===== src/hdl/bst_pkg.sv =====
`timescale 1ns / 1ps

package bst_pkg;

	// Default number of entries in the store.
	localparam int CAPACITY_DEF = 16;

	// Width of one stored value and of the result count field.
	localparam int VALUE_W = 32;
	localparam int COUNT_W = 5;

	// Action codes carried by an input item.
	localparam logic [1:0] ACT_CLEAR  = 2'd0;
	localparam logic [1:0] ACT_ADD    = 2'd1;
	localparam logic [1:0] ACT_REMOVE = 2'd2;
	localparam logic [1:0] ACT_QUERY  = 2'd3;

	// Status codes returned with every result item.
	localparam logic [1:0] ST_OK        = 2'd0;
	localparam logic [1:0] ST_FULL      = 2'd1;
	localparam logic [1:0] ST_NOT_FOUND = 2'd2;

	typedef struct packed {
		logic [1:0]                action;
		logic signed [VALUE_W-1:0] value;
	} bst_in_t;

	typedef struct packed {
		logic [1:0]         status;
		logic               is_member;
		logic [COUNT_W-1:0] count;
	} bst_out_t;

endpackage


===== src/hdl/bst_ram.sv =====
`timescale 1ns / 1ps

module bst_ram #(
	parameter int WIDTH = 32,
	parameter int DEPTH = 16,
	localparam int AW = (DEPTH > 1) ? $clog2(DEPTH) : 1
) (
	input  logic             clk,
	input  logic             we,
	input  logic [AW-1:0]    waddr,
	input  logic [WIDTH-1:0] wdata,
	input  logic             re,
	input  logic [AW-1:0]    raddr,
	output logic [WIDTH-1:0] rdata
);

	logic [WIDTH-1:0] mem_q [DEPTH];
	logic [WIDTH-1:0] rdata_q;

	// One write port and one registered read port.
	always_ff @(posedge clk) begin
		if (we) begin
			mem_q[waddr] <= wdata;
		end
		if (re) begin
			rdata_q <= mem_q[raddr];
		end
	end

	assign rdata = rdata_q;

endmodule


===== src/hdl/bst_ctrl.sv =====
`timescale 1ns / 1ps

module bst_ctrl #(
	parameter int CAPACITY = bst_pkg::CAPACITY_DEF,
	localparam int CW = $clog2(CAPACITY + 1),
	localparam int AW = (CAPACITY > 1) ? $clog2(CAPACITY) : 1
) (
	input  logic                        clk,
	input  logic                        arst_n,
	input  logic                        req_valid,
	output logic                        req_stall,
	input  bst_pkg::bst_in_t            req,
	output logic                        res_valid,
	input  logic                        res_ready,
	output bst_pkg::bst_out_t           res,
	output logic                        mem_we,
	output logic [AW-1:0]               mem_waddr,
	output logic [bst_pkg::VALUE_W-1:0] mem_wdata,
	output logic                        mem_re,
	output logic [AW-1:0]               mem_raddr,
	input  logic [bst_pkg::VALUE_W-1:0] mem_rdata
);
	import bst_pkg::*;

	typedef enum logic [5:0] {
		S_IDLE     = 6'b000001,
		S_SCAN_RD  = 6'b000010,
		S_SCAN_CMP = 6'b000100,
		S_SHIFT_RD = 6'b001000,
		S_SHIFT_WR = 6'b010000,
		S_RESP     = 6'b100000
	} state_t;

	state_t             state_q;
	logic [1:0]         act_q;
	logic [VALUE_W-1:0] value_q;
	logic [CW-1:0]      count_q;
	logic [CW-1:0]      idx_q;
	logic [1:0]         status_q;
	logic               member_q;

	logic               req_take;
	logic               is_full;
	logic               hit;
	logic [CW-1:0]      idx_inc;
	logic               scan_last;
	logic               shift_more;
	logic [CW+COUNT_W-1:0] count_ext;

	// Compare logic: request take, full check, scan match and the loop bounds.
	assign req_take   = req_valid && (state_q == S_IDLE);
	assign is_full    = (count_q == CW'(CAPACITY));
	assign hit        = (mem_rdata == value_q);
	assign idx_inc    = idx_q + 1'b1;
	assign scan_last  = (idx_inc == count_q);
	assign shift_more = (({1'b0, idx_inc} + 1'b1) < {1'b0, count_q});

	// Entry memory ports: append on add, read during the scan, move down one place on remove.
	always_comb begin
		mem_we    = 1'b0;
		mem_waddr = count_q[AW-1:0];
		mem_wdata = req.value;
		mem_re    = 1'b0;
		mem_raddr = idx_q[AW-1:0];
		if (req_take && (req.action == ACT_ADD) && !is_full) begin
			mem_we = 1'b1;
		end
		if (state_q == S_SHIFT_WR) begin
			mem_we    = 1'b1;
			mem_waddr = idx_q[AW-1:0];
			mem_wdata = mem_rdata;
		end
		if (state_q == S_SCAN_RD) begin
			mem_re = 1'b1;
		end
		if (state_q == S_SHIFT_RD) begin
			mem_re    = 1'b1;
			mem_raddr = idx_inc[AW-1:0];
		end
	end

	// Sequencer: each entry is read in S_SCAN_RD and compared in S_SCAN_CMP.
	always_ff @(posedge clk or negedge arst_n) begin
		if (!arst_n) begin
			state_q  <= S_IDLE;
			count_q  <= '0;
			idx_q    <= '0;
			act_q    <= ACT_CLEAR;
			value_q  <= '0;
			status_q <= ST_OK;
			member_q <= 1'b0;
		end else begin
			unique case (state_q)
				S_IDLE: begin
					if (req_valid) begin
						act_q    <= req.action;
						value_q  <= req.value;
						idx_q    <= '0;
						status_q <= ST_OK;
						member_q <= 1'b0;
						unique case (req.action) inside
							ACT_CLEAR: begin
								count_q <= '0;
								state_q <= S_RESP;
							end
							ACT_ADD: begin
								if (is_full) begin
									status_q <= ST_FULL;
								end else begin
									count_q <= count_q + 1'b1;
								end
								state_q <= S_RESP;
							end
							ACT_REMOVE, ACT_QUERY: begin
								if (count_q == '0) begin
									if (req.action == ACT_REMOVE) begin
										status_q <= ST_NOT_FOUND;
									end
									state_q <= S_RESP;
								end else begin
									state_q <= S_SCAN_RD;
								end
							end
							default: begin
								state_q <= S_RESP;
							end
						endcase
					end
				end
				S_SCAN_RD: begin
					state_q <= S_SCAN_CMP;
				end
				S_SCAN_CMP: begin
					if (hit) begin
						if (act_q == ACT_QUERY) begin
							member_q <= 1'b1;
							state_q  <= S_RESP;
						end else if (scan_last) begin
							count_q <= count_q - 1'b1;
							state_q <= S_RESP;
						end else begin
							state_q <= S_SHIFT_RD;
						end
					end else if (scan_last) begin
						if (act_q == ACT_REMOVE) begin
							status_q <= ST_NOT_FOUND;
						end
						state_q <= S_RESP;
					end else begin
						idx_q   <= idx_inc;
						state_q <= S_SCAN_RD;
					end
				end
				S_SHIFT_RD: begin
					state_q <= S_SHIFT_WR;
				end
				S_SHIFT_WR: begin
					idx_q <= idx_inc;
					if (shift_more) begin
						state_q <= S_SHIFT_RD;
					end else begin
						count_q <= count_q - 1'b1;
						state_q <= S_RESP;
					end
				end
				S_RESP: begin
					if (res_ready) begin
						state_q <= S_IDLE;
					end
				end
				default: begin
					state_q <= S_IDLE;
				end
			endcase
		end
	end

	// Result fields; the count field carries the low bits of the entry count.
	assign count_ext     = {{COUNT_W{1'b0}}, count_q};
	assign res.status    = status_q;
	assign res.is_member = member_q;
	assign res.count     = count_ext[COUNT_W-1:0];
	assign res_valid     = (state_q == S_RESP);
	assign req_stall     = (state_q != S_IDLE);

`ifndef SYNTHESIS
	a_count_bound: assert property (@(posedge clk) disable iff (!arst_n)
		count_q <= CW'(CAPACITY))
		else $error("entry count exceeds capacity");

	a_shift_in_range: assert property (@(posedge clk) disable iff (!arst_n)
		(state_q == S_SHIFT_WR) |-> ({1'b0, idx_inc} < {1'b0, count_q}))
		else $error("shift moves an entry from beyond the count");

	a_take_leaves_idle: assert property (@(posedge clk) disable iff (!arst_n)
		req_take |=> (state_q != S_IDLE))
		else $error("accepted item did not start processing");

	a_result_held: assert property (@(posedge clk) disable iff (!arst_n)
		(res_valid && !res_ready) |=> (res_valid && $stable(res)))
		else $error("pending result changed before it was taken");
`endif

endmodule


===== src/hdl/bounded_set_table.sv =====
`timescale 1ns / 1ps

// Bounded set table: a store of up to CAPACITY signed 32-bit values kept in
// insertion order in a single-port-read entry memory. Each item carries one
// action (clear, add, remove, query) and returns exactly one result item with
// a status, a membership flag and the entry count after the action. Query and
// remove walk the entries with one shared comparator, reading one entry at a
// time through the memory's single registered read port; a remove that finds
// its value then shifts each later entry down one place through the same port.
// An empty store answers query and remove without walking the entries. The
// next item is taken once the result is placed in the output register, so a
// result still waiting on a stalled consumer does not hold up the next item's
// work.
module bounded_set_table #(
	parameter int CAPACITY = bst_pkg::CAPACITY_DEF
) (
	input  logic              clk,
	input  logic              arst_n,
	input  logic              req_valid,
	output logic              req_stall,
	input  bst_pkg::bst_in_t  req,
	output logic              rsp_valid,
	input  logic              rsp_stall,
	output bst_pkg::bst_out_t rsp
);
	import bst_pkg::*;

	localparam int AW = (CAPACITY > 1) ? $clog2(CAPACITY) : 1;

	logic               res_valid;
	logic               res_ready;
	bst_out_t           res;
	logic               mem_we;
	logic [AW-1:0]      mem_waddr;
	logic [VALUE_W-1:0] mem_wdata;
	logic               mem_re;
	logic [AW-1:0]      mem_raddr;
	logic [VALUE_W-1:0] mem_rdata;
	logic               rsp_valid_q;
	bst_out_t           rsp_q;

	bst_ctrl #(
		.CAPACITY(CAPACITY)
	) u_ctrl (
		.clk       (clk),
		.arst_n    (arst_n),
		.req_valid (req_valid),
		.req_stall (req_stall),
		.req       (req),
		.res_valid (res_valid),
		.res_ready (res_ready),
		.res       (res),
		.mem_we    (mem_we),
		.mem_waddr (mem_waddr),
		.mem_wdata (mem_wdata),
		.mem_re    (mem_re),
		.mem_raddr (mem_raddr),
		.mem_rdata (mem_rdata)
	);

	bst_ram #(
		.WIDTH(VALUE_W),
		.DEPTH(CAPACITY)
	) u_entries (
		.clk   (clk),
		.we    (mem_we),
		.waddr (mem_waddr),
		.wdata (mem_wdata),
		.re    (mem_re),
		.raddr (mem_raddr),
		.rdata (mem_rdata)
	);

	// Output register: free when empty or when its item leaves this cycle.
	assign res_ready = !rsp_valid_q || !rsp_stall;

	always_ff @(posedge clk or negedge arst_n) begin
		if (!arst_n) begin
			rsp_valid_q <= 1'b0;
		end else if (res_ready) begin
			rsp_valid_q <= res_valid;
		end
	end

	always_ff @(posedge clk) begin
		if (res_valid && res_ready) begin
			rsp_q <= res;
		end
	end

	assign rsp_valid = rsp_valid_q;
	assign rsp       = rsp_q;

endmodule

===== config.mk =====
export PLATFORM = sky130hd
export DESIGN_NAME = bounded_set_table
export DESIGN_NICKNAME = d
export VERILOG_FILES = /design/src/hdl/bst_pkg.sv /design/src/hdl/bst_ram.sv /design/src/hdl/bst_ctrl.sv /design/src/hdl/bounded_set_table.sv
export SDC_FILE = /design/constraint.sdc
export NUM_CORES = 1
export LEC_CHECK = 0
export BUFFER_PORTS_ARGS = -buffer_cell sky130_fd_sc_hd__buf_2
export CORE_ASPECT_RATIO = 1.25
export CORE_UTILIZATION = 40
export DETAILED_ROUTE_END_ITERATION = 6
export PLACE_DENSITY = 0.55
export SYNTH_ARGS = -nofsm -noshare
export SYNTH_HDL_FRONTEND = slang
export SYNTH_HIERARCHICAL = 1
export SYNTH_SLANG_ARGS = --single-unit
export TNS_END_PERCENT = 10

===== constraint.sdc =====
create_clock -name clk -period 7.06 [get_ports clk]
set_input_delay 0.706 -clock clk [delete_from_list [all_inputs] [get_ports clk]]
set_output_delay 0.706 -clock clk [all_outputs]
set_load 0.01 [all_outputs]

==> results.sh <==
export IMPL_synth_nets=1314
export IMPL_grt_pass1_vias=12700
export IMPL_areaGrowthSynthToFinish_pct=13.3
export IMPL_dr_wl_met2_mm=30.6
export IMPL_drive_above_1_share=0.259
export IMPL_core_area_um2=59600
export IMPL_crit_path_end_kind="flop"
export IMPL_start_util=0.404
export IMPL_top_layer_used="met4"
export IMPL_finalCriticalPeriod_ns=4.69
export IMPL_fill_cells=5062
export IMPL_synth_top_family_by_area="multiplexers"
export IMPL_timing_final_hold_violations=0
export IMPL_syn_inst=1266
export IMPL_yosysUniqueCellTypes=64
export IMPL_fmax_ghz=0.213
export IMPL_setup_slack_ns=2.37
export IMPL_place_hpwl_mm=32.3
export IMPL_numCtsBuffers=57
export IMPL_grt_usage=0.198
export IMPL_clk_latency_ns=0.62
export IMPL_cts_repair_resized=0
export IMPL_cp_required_ns=7.37
export IMPL_insertedDiodeCount=0
export IMPL_synth_warnings=6
export IMPL_ys_seq_area_frac=0.744
export IMPL_r2r_start="u_ctrl/state_q[3]$_DFFE_PN0P_"
export IMPL_finalCritPeriodShare=0.664
export IMPL_r2r_slack_ns=2.37
export IMPL_met3WireLength_mm=2.46
export IMPL_final_core_util=0.458
export IMPL_nets=1385
export IMPL_status="completed"
export IMPL_post_route_cell_area_um2=27300
export IMPL_fin_worst_skew_ns=0.0171
export IMPL_clk_pin_slew_ns=0.06
export IMPL_ant_nets=0
export IMPL_max_slew_worst_pin_slew_ns=1.13
export IMPL_rsz0062_at_grt="no"
export IMPL_crit_path_start_kind="flop"
export IMPL_place_congestion=0.784
export IMPL_die_area_um2=61200
export IMPL_die_h_um=276
export IMPL_wl_per_cell_um=27.6
export IMPL_final_cell_mix="552 x edfxtp_1, 157 x nand2_1, 128 x mux4_2"
export IMPL_wl_met1_mm=24.9
export IMPL_fin_setup_tns_ns=0
export IMPL_layout_commonest_cell="edfxtp_1"
export IMPL_setup_viol=0
export IMPL_dp_cells=2043
export IMPL_grt_max_degree=129
export IMPL_antenna_found_initial=2
export IMPL_die_x_um=221
export IMPL_synth_fa_ha_area_frac=0.00519
export IMPL_tritoncts="done"
export IMPL_synthFlopType="edfxtp_1"
export IMPL_power_leakage_uw=0.00883
export IMPL_ys_async_sr_fraction=0.0891
export IMPL_rows=100
export IMPL_place_area_um2=25400
export IMPL_cts_buffer_depth=3
export IMPL_r2r_end="u_entries/mem_q[15][11]$_DFFE_PP_"
export IMPL_max_cap_violations=0
export IMPL_slew_headroom=0.242
export IMPL_syn_avg_cell_area_um2=19.0
export IMPL_clock_sinks=606
export IMPL_viasPerCell=5.68
export IMPL_timing_hold_worst_path_depth=3
export IMPL_drc=0
export IMPL_syn_area_um2=24100
export IMPL_cts_hold_buf=0
export IMPL_hold_start="req[6]"
export IMPL_drtIter0Drc=1100
export IMPL_cp_max_fo=22
export IMPL_worst_setup_path_type="reg2reg"
export IMPL_hold_class="in2reg"
export IMPL_synth_xor_area_share=0.0164
export IMPL_drv_slew=0
export IMPL_ff2ff_path_depth=7
export IMPL_via_count=12200
export IMPL_port_buffers=47
export IMPL_first_pass_iters=5
export IMPL_preCtsSetupSlack_ns=2.44
export IMPL_synthSimpleGateAreaFrac=0.0461
export IMPL_fin_cells=2148
export IMPL_ys_ff_latch=606
export IMPL_worstPathArrival_ns=5.00
export IMPL_synth_edff_count=552
export IMPL_overflow=0
export IMPL_postCtsSetupBuffers=0
export IMPL_whs_endpoint="u_ctrl/value_q[6]$_DFFE_PN0P_"
export IMPL_synth_mux_area_fraction=0.136
export IMPL_cts_root_buffer="clkbuf_16"
export IMPL_pin_count=48
export IMPL_wl_mm=59.2
export IMPL_vdd_drop_max_mv=0.194
export IMPL_p_per_area_nw_per_um2=311
export IMPL_grt_pass1_wl_mm=88.3
export IMPL_synth_compound_area_share=0.0384
export IMPL_h_tree_depth=2
## cell type report
| cell class | count | area (um2) | share of cell area |
|---|---|---|---|
| clock inverters | 36 | 355 | 0.0130 |
| flip-flops and latches | 606 | 17900 | 0.657 |
| multi-input cells | 587 | 6010 | 0.220 |
| inverters | 9 | 33.8 | 0.00124 |
| well taps | 765 | 957 | 0.0351 |
| repair buffers | 76 | 478 | 0.0175 |
| clock buffers | 69 | 1530 | 0.0562 |
## routing by layer
metal  up-vias  GRT usage
li1       5226          -
met1      6564      0.265
met2       332      0.344
met3        87     0.0217
met4         0     0.0545
met5         -          0
## power breakdown
group          switching (uW)  total, uW  internal (uW)
registers                 134       4280           4140
clock network            1320       3120           1800
logic                     684       1090            404
## synth_stat cells (3+ instances only)
cell	count	share of area
or4_1	3	0.00093
a211oi_1	3	0.00093
ha_1	10	0.0052
nor2_1	20	0.0031
buf_1	12	0.0019
nand2_1	157	0.024
nor3b_1	3	0.00093
nand3_1	7	0.0015
inv_1	9	0.0014
dfrtp_1	53	0.055
clkbuf_1	29	0.0045
edfxtp_1	552	0.69
nor4_1	11	0.0029
xnor2_1	9	0.0033
o21ai_0	15	0.0031
nand2b_1	6	0.0016
and2_1	4	0.0010
mux4_2	128	0.12
nor3_1	7	0.0015
o211ai_1	4	0.0012
a21oi_1	5	0.0010
mux2_2	34	0.016
buf_4	10	0.0031
a21o_1	3	0.00093
buf_2	13	0.0027
a21boi_0	3	0.00093
a22oi_1	64	0.020
xor2_1	36	0.013
nand3b_1	4	0.0012
nor2b_1	8	0.0021
## worst max-delay path by stage
stage	from	to	slack, ns	cells after the start
finish	u_ctrl/state_q[3]$_DFFE_PN0P_	u_entries/mem_q[15][11]$_DFFE_PP_	2.37	7
global route	u_ctrl/state_q[3]$_DFFE_PN0P_	u_entries/mem_q[15][21]$_DFFE_PP_	2.02	7
CTS	u_ctrl/state_q[4]$_DFFE_PN0P_	u_entries/rdata[11]$_DFFE_PP_	2.42	8
detailed placement	u_ctrl/state_q[4]$_DFFE_PN0P_	u_entries/rdata[11]$_DFFE_PP_	2.44	8
global placement	u_ctrl/state_q[5]$_DFFE_PN0P_	u_entries/rdata[11]$_DFFE_PP_	2.43	8
floorplan	u_ctrl/state_q[5]$_DFFE_PN0P_	u_entries/mem_q[0][0]$_DFFE_PP_	1.87	8
## state kept, by name, indices dropped and copies added (netlist names)
name             cells
u_entries/rdata     32
u_ctrl/idx_q         5
u_ctrl/state_q       6
rsp                  8
u_ctrl/act_q         2
u_ctrl/count_q       5
u_ctrl/value_q      32
u_ctrl/status_q      2
u_entries/mem_q    512
rsp_valid            1
u_ctrl/member_q      1
## worst max-delay path, cell delays in order (launching register included)
cell	delay [ns]
dfrtp_1	0.45
nor4_1	0.47
and2_1	0.43
nand2_1	0.37
o21ai_0	0.89
nand2_1	0.45
nor2_4	0.96
buf_4	0.36
## per-stage QoR
stage	power [uW]	hold slack, ns
global placement	5430	0.440
global route	8790	0.309
CTS	8570	0.280
floorplan	5050	0.410
detailed placement	5460	0.447
finish	8480	0.304
## cell families (layout without fill, tap and decap cells)
kind of cell | count (synthesis) | count (layout)
AO/OA/AOI/OAI | 125 | 125
XOR/XNOR | 45 | 45
adder cells (fa/ha/maj) | 10 | 10
buffers and inverters | 73 | 190
flip-flops | 606 | 606
multiplexers | 163 | 163
AND/OR/NAND/NOR | 244 | 244
Note: power is estimated with default switching activity, not from simulation.
